`src/rtl/vnorm_pkg.sv`:
```
package vnorm_pkg;

	localparam int IN_WIDTH   = 16;
	localparam int FRAC_BITS  = 15;
	localparam int UNIT_WIDTH = FRAC_BITS + 1;
	localparam int MAG_WIDTH  = IN_WIDTH;
	localparam int SUM_WIDTH  = 2 * IN_WIDTH + 2;
	// root bits produced, one per sqrt cell
	localparam int ROOT_BITS  = SUM_WIDTH / 2;
	localparam int NUM_W      = MAG_WIDTH + FRAC_BITS;
	// remainder needs one bit over the divisor
	localparam int REM_WIDTH  = ROOT_BITS + 1;
	localparam int QUO_WIDTH  = NUM_W;
	localparam logic [QUO_WIDTH-1:0] UNIT_MAX = QUO_WIDTH'((64'd1 << FRAC_BITS) - 64'd1);

	typedef struct packed {
		logic signed [IN_WIDTH-1:0] comp_x;
		logic signed [IN_WIDTH-1:0] comp_y;
		logic signed [IN_WIDTH-1:0] comp_z;
	} vnorm_req_t;

	typedef struct packed {
		logic        [IN_WIDTH-1:0]   length;
		logic signed [UNIT_WIDTH-1:0] unit_x;
		logic signed [UNIT_WIDTH-1:0] unit_y;
		logic signed [UNIT_WIDTH-1:0] unit_z;
		logic                         is_zero;
	} vnorm_res_t;

	// magnitudes and signs carried alongside the arithmetic
	typedef struct packed {
		logic                 valid;
		logic [MAG_WIDTH-1:0] mx;
		logic [MAG_WIDTH-1:0] my;
		logic [MAG_WIDTH-1:0] mz;
		logic                 nx;
		logic                 ny;
		logic                 nz;
	} vnorm_side_t;

endpackage

```
`src/rtl/vnorm_div_cell.sv`:
```
module vnorm_div_cell import vnorm_pkg::*; (
	input  logic                   clk,
	input  logic                   arst_n,
	input  vnorm_side_t            side_in,
	input  logic [ROOT_BITS-1:0]   len_in,
	input  logic [REM_WIDTH-1:0]   rem_in [3],
	input  logic [QUO_WIDTH-1:0]   num_in [3],
	output vnorm_side_t            side_out,
	output logic [ROOT_BITS-1:0]   len_out,
	output logic [REM_WIDTH-1:0]   rem_out [3],
	output logic [QUO_WIDTH-1:0]   num_out [3]
);

	// one quotient bit for each of the three lanes; quotient shifts into num
	logic [REM_WIDTH-1:0] rs   [3];
	logic                 take [3];

	always_comb begin
		for (int i = 0; i < 3; i++) begin
			rs[i]   = {rem_in[i][REM_WIDTH-2:0], num_in[i][QUO_WIDTH-1]};
			take[i] = rs[i] >= {1'b0, len_in};
		end
	end

	always_ff @(posedge clk or negedge arst_n) begin
		if (!arst_n) begin
			side_out <= '0;
		end else begin
			side_out <= side_in;
		end
	end

	always_ff @(posedge clk) begin
		len_out     <= len_in;
		for (int i = 0; i < 3; i++) begin
			rem_out[i] <= take[i] ? rs[i] - {1'b0, len_in} : rs[i];
			num_out[i] <= {num_in[i][QUO_WIDTH-2:0], take[i]};
		end
	end

endmodule

```
`config.mk`:
```
export PLATFORM = sky130hd
export DESIGN_NAME = vnorm_div_cell
export DESIGN_NICKNAME = d
export VERILOG_FILES = /design/src/rtl/vnorm_pkg.sv /design/src/rtl/vnorm_div_cell.sv
export SDC_FILE = /design/constraint.sdc
export NUM_CORES = 1
export LEC_CHECK = 0
export ABC_AREA = 1
export BUFFER_PORTS_ARGS = -buffer_cell sky130_fd_sc_hd__buf_4
export CAP_MARGIN = 10
export CORE_UTILIZATION = 31
export CTS_BUF_LIST = sky130_fd_sc_hd__clkbuf_2
export CTS_CLUSTER_DIAMETER = 30
export DETAILED_ROUTE_END_ITERATION = 16
export MAX_ROUTING_LAYER = met4
export PLACE_DENSITY_LB_ADDON = 0.1
export SYNTH_ARGS = -nofsm -noshare
export SYNTH_HDL_FRONTEND = slang
export SYNTH_SLANG_ARGS = --single-unit
```
`constraint.sdc`:
```
create_clock -name clk -period 0.8 [get_ports clk]
set_clock_uncertainty 0.1 [all_clocks]
set_input_delay 0.04 -clock clk [delete_from_list [all_inputs] [get_ports clk]]
set_output_delay 0.04 -clock clk [all_outputs]
set_load 0.02 [all_outputs]
```
==> results of run 1 <==
==> layout make-up <==
class                   instances  area share [%]
clock buffers                  85            1.94
clock inverters                31           0.960
well taps                     384            2.19
repair buffers               1052            46.2
flip-flops and latches        216            21.9
multi-input cells             742            23.0
diodes                         12           0.137
inverters                     199            3.70
==> registers in the layout, summed over array words and instances, names as in the netlist <==
register / count
num_out: 93
len_out: 17
rem_out: 54
side_out: 52
==> worst max-delay path: stages <==
cell           delay (ps)
buf_8                  60
dlygate4sd3_1         620
clkinvlp_4            210
buf_6                 180
ha_4                  270
nand2_4                50
inv_4                  60
nand2_4                60
nor2_4                100
nand4_1               180
buf_4                 200
nand4_4               120
buf_8                 170
nand2_2                70
nand2_1                70
==> worst max-delay path by stage <==
stage / slack (ps) / endpoint / start / depth (start not counted)
2_1_floorplan: -740 / rem_out[42]$_DFF_P_ / len_in[14] / 11
3_3_place_gp: -1150 / rem_out[34]$_DFF_P_ / num_in[61] / 15
3_5_place_dp: -1150 / rem_out[30]$_DFF_P_ / num_in[61] / 15
4_1_cts: -850 / side_out[12] / side_out[12]$_DFF_PN0_ / 1
5_1_grt: -980 / rem_out[44]$_DFF_P_ / len_in[14] / 15
6_report: -970 / rem_out[44]$_DFF_P_ / len_in[14] / 15
==> report_power, final <==
group	switching (mW)	leakage, nW	internal (mW)
Sequential	0.518	1.99	11.9
Combinational	6.04	8.64	6.76
Clock	5.64	0.458	3.73
==> kinds of logic after synthesis <==
group | share of synthesized area [%]
xor gates and xnor gates | 2.04
DFF | 50.9
buffers and inverters | 9.04
AOI/OAI and AO/OA | 1.92
and+or+nand+nor | 28.4
adders and majority gates | 7.75
==> stage by stage <==
stage	hold WS (ps)	power (mW)	setup slack, ps
2_1_floorplan	-356	16.2	-736
3_3_place_gp	-60.3	20.6	-1150
3_5_place_dp	-62.7	20.6	-1150
4_1_cts	-880	33.4	-848
5_1_grt	-856	36.3	-984
6_report	-786	34.6	-972
==> per-layer routing <==
layer  vias to the layer above  track usage (%)  wire [µm]
met5                         -                -          0
met4                         0             17.6       2380
li1                       5781                -          -
met3                       153             7.05       2860
met2                       462             55.1      24600
met1                      5643             31.7      17700
==> what timing repair did <==
| action | CTS | global route |
|---|---|---|
| setup endpoints to repair | 271 | 273 |
| setup buffers | 40 | 19 |
| gates cloned | 4 | 0 |
| gates resized for setup | 609 | 190 |
| pin swaps | 77 | 95 |
| endpoints found under the hold margin | 268 | 74 |
| hold buffers | 403 | 68 |
==> cell usage in the layout, fill, tap and decap left out, types with 6 or more instances in the layout <==
cell,n
buf_8,8
xor2_1,17
nand3_2,7
clkbuf_2,85
nand3_1,41
nand2_1,359
dlygate4sd3_1,402
nand4_1,9
inv_1,145
nand2_2,123
nor2_1,20
inv_4,6
dfxtp_2,164
dfrtp_1,52
buf_12,15
a21oi_1,14
nand2_4,36
diode_2,12
a21oi_2,13
nor2_2,13
buf_4,381
ha_4,46
inv_2,36
clkinv_1,17
buf_6,243
clkinvlp_4,9
nor2_4,15
==> flow_metrics.env, run 1 <==
export IMPL_worst_pin_slew_ps=390
export IMPL_yosysUniqueCellTypes=21
export IMPL_routed_wl_um=47500
export IMPL_p_leak_nw=11.1
export IMPL_holdPathStages=1
export IMPL_holdCritStartpoint="len_in[13]"
export IMPL_fill_cells=1838
export IMPL_max_freq_mhz=564
export IMPL_setup_viol=275
export IMPL_die_width_um=172
export IMPL_postRouteAntennaNets=0
export IMPL_cts_tree="yes"
export IMPL_post_drt_wl_per_cell_um=17.5
export IMPL_grt_max_degree=53
export IMPL_synth_top_flop_cell="dfxtp_1"
export IMPL_dp_hpwl_um=28300
export IMPL_cap_violations=0
export IMPL_synth_edf_count=0
export IMPL_hold_viol_final=39
export IMPL_clock_sinks=216
export IMPL_avgSynthCellArea_um2=7.75
export IMPL_root_buffer="clkbuf_2"
export IMPL_whs_endpoint="len_out[13]$_DFF_P_"
export IMPL_ir_drop_uv=1080
export IMPL_setup_ws_ps=-972
export IMPL_cts_max_path_buffers=3
export IMPL_globalplace_congestion=0.881
export IMPL_syn_cell_area_um2=9010
export IMPL_grt_usage_pct=31.1
export IMPL_synth_seq_cells=216
export IMPL_dieHeight_um=172
export IMPL_drcViolationCount=0
export IMPL_grt_overflow=0
export IMPL_start_util_pct=31.5
export IMPL_netlist_top_cell_by_area="dfxtp_1"
export IMPL_cp_end_kind="register"
export IMPL_dpl_cell_count=2130
export IMPL_drt_pass1_iterations=7
export IMPL_design_area_um2=21900
export IMPL_drt_first_iter_violations=548
export IMPL_grt_pass1_vias=12500
export IMPL_rsz0062_at_grt="true"
export IMPL_ff_latch_area_um2=4790
export IMPL_drive_above_1_share_pct=53.3
export IMPL_core_area_um2=28600
export IMPL_criticalPathCategory="input pin to register"
export IMPL_stdcell_count=2721
export IMPL_grt_pass1_wl_um=67000
export IMPL_die_area_um2=29700
export IMPL_violations="hold timing, setup timing"
export IMPL_final_util_pct=76.5
export IMPL_period_minus_slack_ps=1770
export IMPL_num_io_pins=434
export IMPL_relSlewSlack_pct=74.0
export IMPL_synth_seq_area_share_pct=50.9
export IMPL_crit_path_start_kind="input pin"
export IMPL_synthTopCellsByCount="nand2_1 (515), inv_1 (192), dfxtp_1 (164), dfrtp_1 (52), ha_1 (51)"
export IMPL_vias_per_cell=4.42
export IMPL_vias=12000
export IMPL_async_reset_ff_share_pct=24.1
export IMPL_rows=62
export IMPL_fin_nets=2549
export IMPL_status="finished, violations left"
export IMPL_synth_top_cell_area_share_pct=36.4
export IMPL_port_buffers=430
export IMPL_synthTopCellsByArea="dfxtp_1 (36%), nand2_1 (21%), dfrtp_1 (14%)"
export IMPL_hold_class="input pin to register"
export IMPL_hold_ws_ps=-786
export IMPL_h_tree_depth=3
export IMPL_tns_ps=-192460
export IMPL_synthesis_nets=1435
export IMPL_cellPowerDensity_nw_per_um2=1580
export IMPL_path_clk_slew_ps=110
export IMPL_maxSlewViolCount=0
export IMPL_multi_input_area_um2=5040
export IMPL_min_period_over_period_pct=221
export IMPL_cts_buffers=66
export IMPL_placed_area_um2=14000
export IMPL_synthMostInstantiatedCell="nand2_1"
export IMPL_yosys_warnings=0
export IMPL_syn_inst=1163
export IMPL_cp_data_required_time_ps=1500
export IMPL_syn_to_final_growth_pct=143
export IMPL_antenna_found_initial=12
export IMPL_critPathMaxFanout=6
export IMPL_arrival_ps=2470
Power figures use the tool's default switching activity.
==> inputs of run 2 (changes only) <==
--- a/config.mk
+++ b/config.mk
@@ -12,6 +12,7 @@
 export CTS_BUF_LIST = sky130_fd_sc_hd__clkbuf_2
 export CTS_CLUSTER_DIAMETER = 30
 export DETAILED_ROUTE_END_ITERATION = 16
+export HOLD_SLACK_MARGIN = 0.08
 export MAX_ROUTING_LAYER = met4
 export PLACE_DENSITY_LB_ADDON = 0.1
 export SYNTH_ARGS = -nofsm -noshare
==> constraint.sdc (replaced) <==
create_clock -name clk -period 0.8 [get_ports clk]
set_clock_uncertainty 0.1 [all_clocks]
set_input_delay 0.04 -clock clk [delete_from_list [all_inputs] [get_ports clk]]
set_output_delay 0.04 -clock clk [all_outputs]
set_load 0.1 [all_outputs]
==> run 2 against run 1 <==
Compared with the run above:
- the flow still finishes with violations (hold timing, setup timing)
- total power rose by 24%
- non-clock buffer count increased by 21
- routed wire length grew 18%
- highest routed layer unchanged
- count of clock-buffer cells in the layout up 6
- largest power group unchanged
==> flow_metrics.env, run 2 (synthesis gave the netlist of run 1 again) <==
export IMPL_rsz0062_at_grt="true"
export IMPL_start_util_pct=31.5
export IMPL_criticalPathCategory="input pin to register"
export IMPL_tns_ps=-222580
export IMPL_relSlewSlack_pct=58.6
export IMPL_grt_max_degree=29
export IMPL_min_period_over_period_pct=247
export IMPL_cap_violations=0
export IMPL_worst_pin_slew_ps=619
export IMPL_postRouteAntennaNets=0
export IMPL_final_util_pct=84.0
export IMPL_fin_nets=2571
export IMPL_core_area_um2=28600
export IMPL_grt_overflow=0
export IMPL_violations="hold timing, setup timing"
export IMPL_die_width_um=172
export IMPL_num_io_pins=434
export IMPL_antenna_found_initial=10
export IMPL_period_minus_slack_ps=1980
export IMPL_max_freq_mhz=505
export IMPL_dpl_worst_slack_ps=-1130
export IMPL_vias=12800
export IMPL_dp_hpwl_um=29100
export IMPL_path_clk_slew_ps=110
export IMPL_grt_pass1_wl_um=72600
export IMPL_rows=62
export IMPL_hold_class="input pin to register"
export IMPL_crit_path_start_kind="input pin"
export IMPL_cts_tree="yes"
export IMPL_dieHeight_um=172
export IMPL_h_tree_depth=3
export IMPL_layout_commonest_cell="dlygate4sd3_1"
export IMPL_hold_viol_final=46
export IMPL_cp_data_required_time_ps=1590
export IMPL_grt_usage_pct=34.3
export IMPL_largest_reg_flops=93
export IMPL_setup_viol=274
export IMPL_drt_first_iter_violations=816
export IMPL_clock_sinks=216
export IMPL_cp_end_kind="register"
export IMPL_layout_common_cells="dlygate4sd3_1 (410), buf_4 (382), nand2_1 (320)"
export IMPL_ir_drop_uv=1410
export IMPL_maxSlewViolCount=0
export IMPL_routed_wl_um=55800
export IMPL_grt_pass1_vias=12900
export IMPL_post_drt_wl_per_cell_um=20.4
export IMPL_critPathMaxFanout=4
export IMPL_setup_ws_ps=-1180
export IMPL_die_area_um2=29700
export IMPL_arrival_ps=2770
export IMPL_globalplace_congestion=0.914
export IMPL_hold_ws_ps=-484
export IMPL_drcViolationCount=0
export IMPL_root_buffer="clkbuf_2"
export IMPL_p_leak_nw=11.8
export IMPL_status="finished, violations left"
export IMPL_cellPowerDensity_nw_per_um2=1780
export IMPL_cts_max_path_buffers=3
export IMPL_cts_buffers=67
export IMPL_drive_above_1_share_pct=57.7
export IMPL_port_buffers=430
export IMPL_vias_per_cell=4.68
export IMPL_drt_pass1_iterations=5
export IMPL_top_register="num_out"
export IMPL_top_regs="num_out x93, rem_out x54, side_out x52"
export IMPL_syn_to_final_growth_pct=167
run 2: area by class of cell:
class                           count  area (µm²)
Timing Repair Buffer             1073       12100
Sequential cell                   216        4870
Tap cell                          384         480
Clock inverter                     23         125
Clock buffer                       91         455
Inverter                          199         816
Multi-Input combinational cell    742        5200
Antenna cell                       10        25.0
Fill cell                        1442        4570
run 2: path summary, 6_finish.rpt:
check / startpoint / to / slack (ps) / cells after the start
setup / recovery: len_in[3] / rem_out[41]$_DFF_P_ / -1180 / 12
min in group asynchronous: arst_n / side_out[34]$_DFF_PN0_ / 180 / 4
max in group asynchronous: arst_n / side_out[9]$_DFF_PN0_ / 90 / 4
hold / removal: rem_in[36] / rem_out[37]$_DFF_P_ / -480 / 4
run 2: layer usage:
layer  up-vias  wire (µm)  global-route usage, %
met5         -          0                      -
met4         0       4330                   21.6
met3       288       4700                   8.49
met2       714      28200                   60.8
met1      6001      18600                   33.4
li1       5818          -                      -
run 2: through the flow:
step	hold WS [ps]	cells	power (mW)	cell area, µm²
6_report	-484	2738	42.9	24100
5_1_grt	-512	2738	44.5	24100
4_1_cts	-536	2704	40.6	22800
3_5_place_dp	-90.6	2124	26.7	14200
3_3_place_gp	-91.6	2124	26.7	14200
2_1_floorplan	-356	1163	22.2	9270
run 2: critical path, stage by stage:
cell and delay [ps]:
buf_8 60, dlygate4sd3_1 650, clkinvlp_4 250, buf_6 180, ha_4 270, nand2_1 140, inv_1 130, nand2_1 80
nand2_1 190, xor2_1 540, nand2_2 130, nand2_1 90
run 2: what timing repair did:
action | in CTS | in global routing
pin swaps | 43 | 135
cloned | 6 | 2
hold buffers | 404 | 77
gates resized for setup | 804 | 308
endpoints found under the setup margin | 272 | 274
hold endpoints to repair | 268 | 74
setup buffers | 57 | 25
run 2: report_power, final:
group,total [mW],leakage (nW),internal [mW],switching [mW]
Clock,9.04,0.437,3.19,5.85
Sequential,12.9,1.94,12.0,0.904
Combinational,21.0,9.45,8.66,12.4
==> inputs of run 3 (changes only) <==
--- a/config.mk
+++ b/config.mk
@@ -8,10 +8,11 @@
 export ABC_AREA = 1
 export BUFFER_PORTS_ARGS = -buffer_cell sky130_fd_sc_hd__buf_4
 export CAP_MARGIN = 10
-export CORE_UTILIZATION = 31
+export CORE_AREA = 2 2 166 168
 export CTS_BUF_LIST = sky130_fd_sc_hd__clkbuf_2
 export CTS_CLUSTER_DIAMETER = 30
 export DETAILED_ROUTE_END_ITERATION = 16
+export DIE_AREA = 0 0 168 170
 export HOLD_SLACK_MARGIN = 0.08
 export MAX_ROUTING_LAYER = met4
 export PLACE_DENSITY_LB_ADDON = 0.1
==> run 3 against run 2 <==
Compared with the run above:
- the flow still finishes with violations (hold timing, setup timing)
- critical path type unchanged
- routed wire length increased by 10%
- via count increased by 3.8%
- clock power increased by 2%
- largest cell class unchanged
- critical path depth increased by 5
==> flow_metrics.env, run 3 (synthesis gave the netlist of run 1 again) <==
export IMPL_cts_tree="yes"
export IMPL_hold_class="input pin to register"
export IMPL_crit_path_start_kind="input pin"
export IMPL_cts_max_path_buffers=3
export IMPL_p_leak_nw=11.8
export IMPL_cellPowerDensity_nw_per_um2=1820
export IMPL_violations="hold timing, setup timing"
export IMPL_max_freq_mhz=512
export IMPL_syn_to_final_growth_pct=165
export IMPL_period_minus_slack_ps=1950
export IMPL_drcViolationCount=0
export IMPL_grt_pass1_vias=13700
export IMPL_hold_viol_final=24
export IMPL_maxSlewViolCount=0
export IMPL_cp_end_kind="register"
export IMPL_largest_reg_flops=93
export IMPL_top_regs="num_out x93, rem_out x54, side_out x52"
export IMPL_grt_overflow=0
export IMPL_clock_sinks=216
export IMPL_setup_viol=325
export IMPL_final_util_pct=89.7
export IMPL_die_width_um=168
export IMPL_ir_drop_uv=1630
export IMPL_rows=60
export IMPL_path_clk_slew_ps=110
export IMPL_tns_ps=-243090
export IMPL_grt_usage_pct=38.0
export IMPL_worst_pin_slew_ps=757
export IMPL_routed_wl_um=61500
export IMPL_critPathMaxFanout=3
export IMPL_setup_ws_ps=-1150
export IMPL_arrival_ps=2720
export IMPL_num_io_pins=434
export IMPL_vias_per_cell=4.97
export IMPL_drive_above_1_share_pct=56.4
export IMPL_layout_commonest_cell="dlygate4sd3_1"
export IMPL_min_period_over_period_pct=244
export IMPL_dp_hpwl_um=29000
export IMPL_grt_pass1_wl_um=79300
export IMPL_drt_first_iter_violations=1273
export IMPL_fin_nets=2558
export IMPL_criticalPathCategory="input pin to register"
export IMPL_cp_data_required_time_ps=1560
export IMPL_postRouteAntennaNets=0
export IMPL_top_register="num_out"
export IMPL_holdCritStartpoint="rem_in[36]"
export IMPL_drt_pass1_iterations=6
export IMPL_rsz0062_at_grt="true"
export IMPL_grt_max_degree=30
export IMPL_h_tree_depth=2
export IMPL_vias=13300
export IMPL_start_util_pct=33.8
export IMPL_relSlewSlack_pct=49.4
export IMPL_antenna_found_initial=5
export IMPL_crit_start="len_in[10]"
export IMPL_root_buffer="clkbuf_2"
export IMPL_dpl_worst_slack_ps=-1130
export IMPL_post_drt_wl_per_cell_um=23.0
export IMPL_stdcell_count=2676
export IMPL_port_buffers=430
export IMPL_hold_ws_ps=-532
export IMPL_core_area_um2=26700
export IMPL_cts_buffers=59
export IMPL_die_area_um2=28600
export IMPL_layout_common_cells="dlygate4sd3_1 (412), buf_4 (386), nand2_1 (334)"
export IMPL_cap_violations=0
export IMPL_dpl_cell_count=2086
export IMPL_status="finished, violations left"
export IMPL_dieHeight_um=170
export IMPL_globalplace_congestion=0.944
-- run 3: metrics by stage --
step                      power [mW]  area (µm²)
after global placement          26.7       14200
after global routing            44.7       23900
after CTS                       40.4       22900
final                           43.4       23900
after floorplan                 22.2        9270
after detailed placement        26.7       14200
-- run 3: worst paths after layout --
| check | end | slack, ps | depth (start not counted) |
|---|---|---|---|
| setup / recovery | rem_out[34]$_DFF_P_ | -1150 | 17 |
| hold / removal | rem_out[37]$_DFF_P_ | -530 | 4 |
| max in group asynchronous | side_out[0]$_DFF_PN0_ | -220 | 4 |
| min in group asynchronous | side_out[29]$_DFF_PN0_ | 110 | 3 |
-- run 3: report_power, final --
part,leakage (nW),internal [mW],switching [mW]
Combinational,9.41,8.65,12.5
Clock,0.424,3.26,5.93
Sequential,1.94,12.0,1.04
-- run 3: cell type report --
type	count	area (µm²)
clock inverter	22	143
tap	341	427
clock buffer	83	415
inverter	199	807
fill	1068	2760
antenna	5	12.5
sequential	216	4870
timing repair buffer	1068	12100
multi-input combinational	742	5170
-- run 3: metal layers --
| metal | wire length, µm | part of all wire (%) | GRT usage [%] |
|---|---|---|---|
| met1 | 20800 | 34 | 39.4 |
| met2 | 30100 | 49 | 65.8 |
| met3 | 5570 | 9.0 | 9.93 |
| met4 | 5070 | 8.2 | 21.4 |
| met5 | 0 | 0 | - |
-- run 3: repair_timing --
item / in CTS / in global routing
resized for setup: 804 / 270
hold buffers: 418 / 67
cloned: 6 / 2
pin swaps: 48 / 100
endpoints found under the hold margin: 268 / 126
endpoints found under the setup margin: 271 / 325
setup buffers: 41 / 23
-- run 3: worst max-delay path: stages --
cell           delay [ps]
buf_8                  60
dlygate4sd3_1         620
clkinvlp_4            220
buf_6                 180
ha_4                  160
nand2_2                70
nand2_2                80
buf_4                 140
buf_4                 120
buf_4                 120
inv_1                  50
nand2_1                80
a21oi_1               320
nand3_1               190
nand2_1               120
nand2_1                70
nand2_2                60
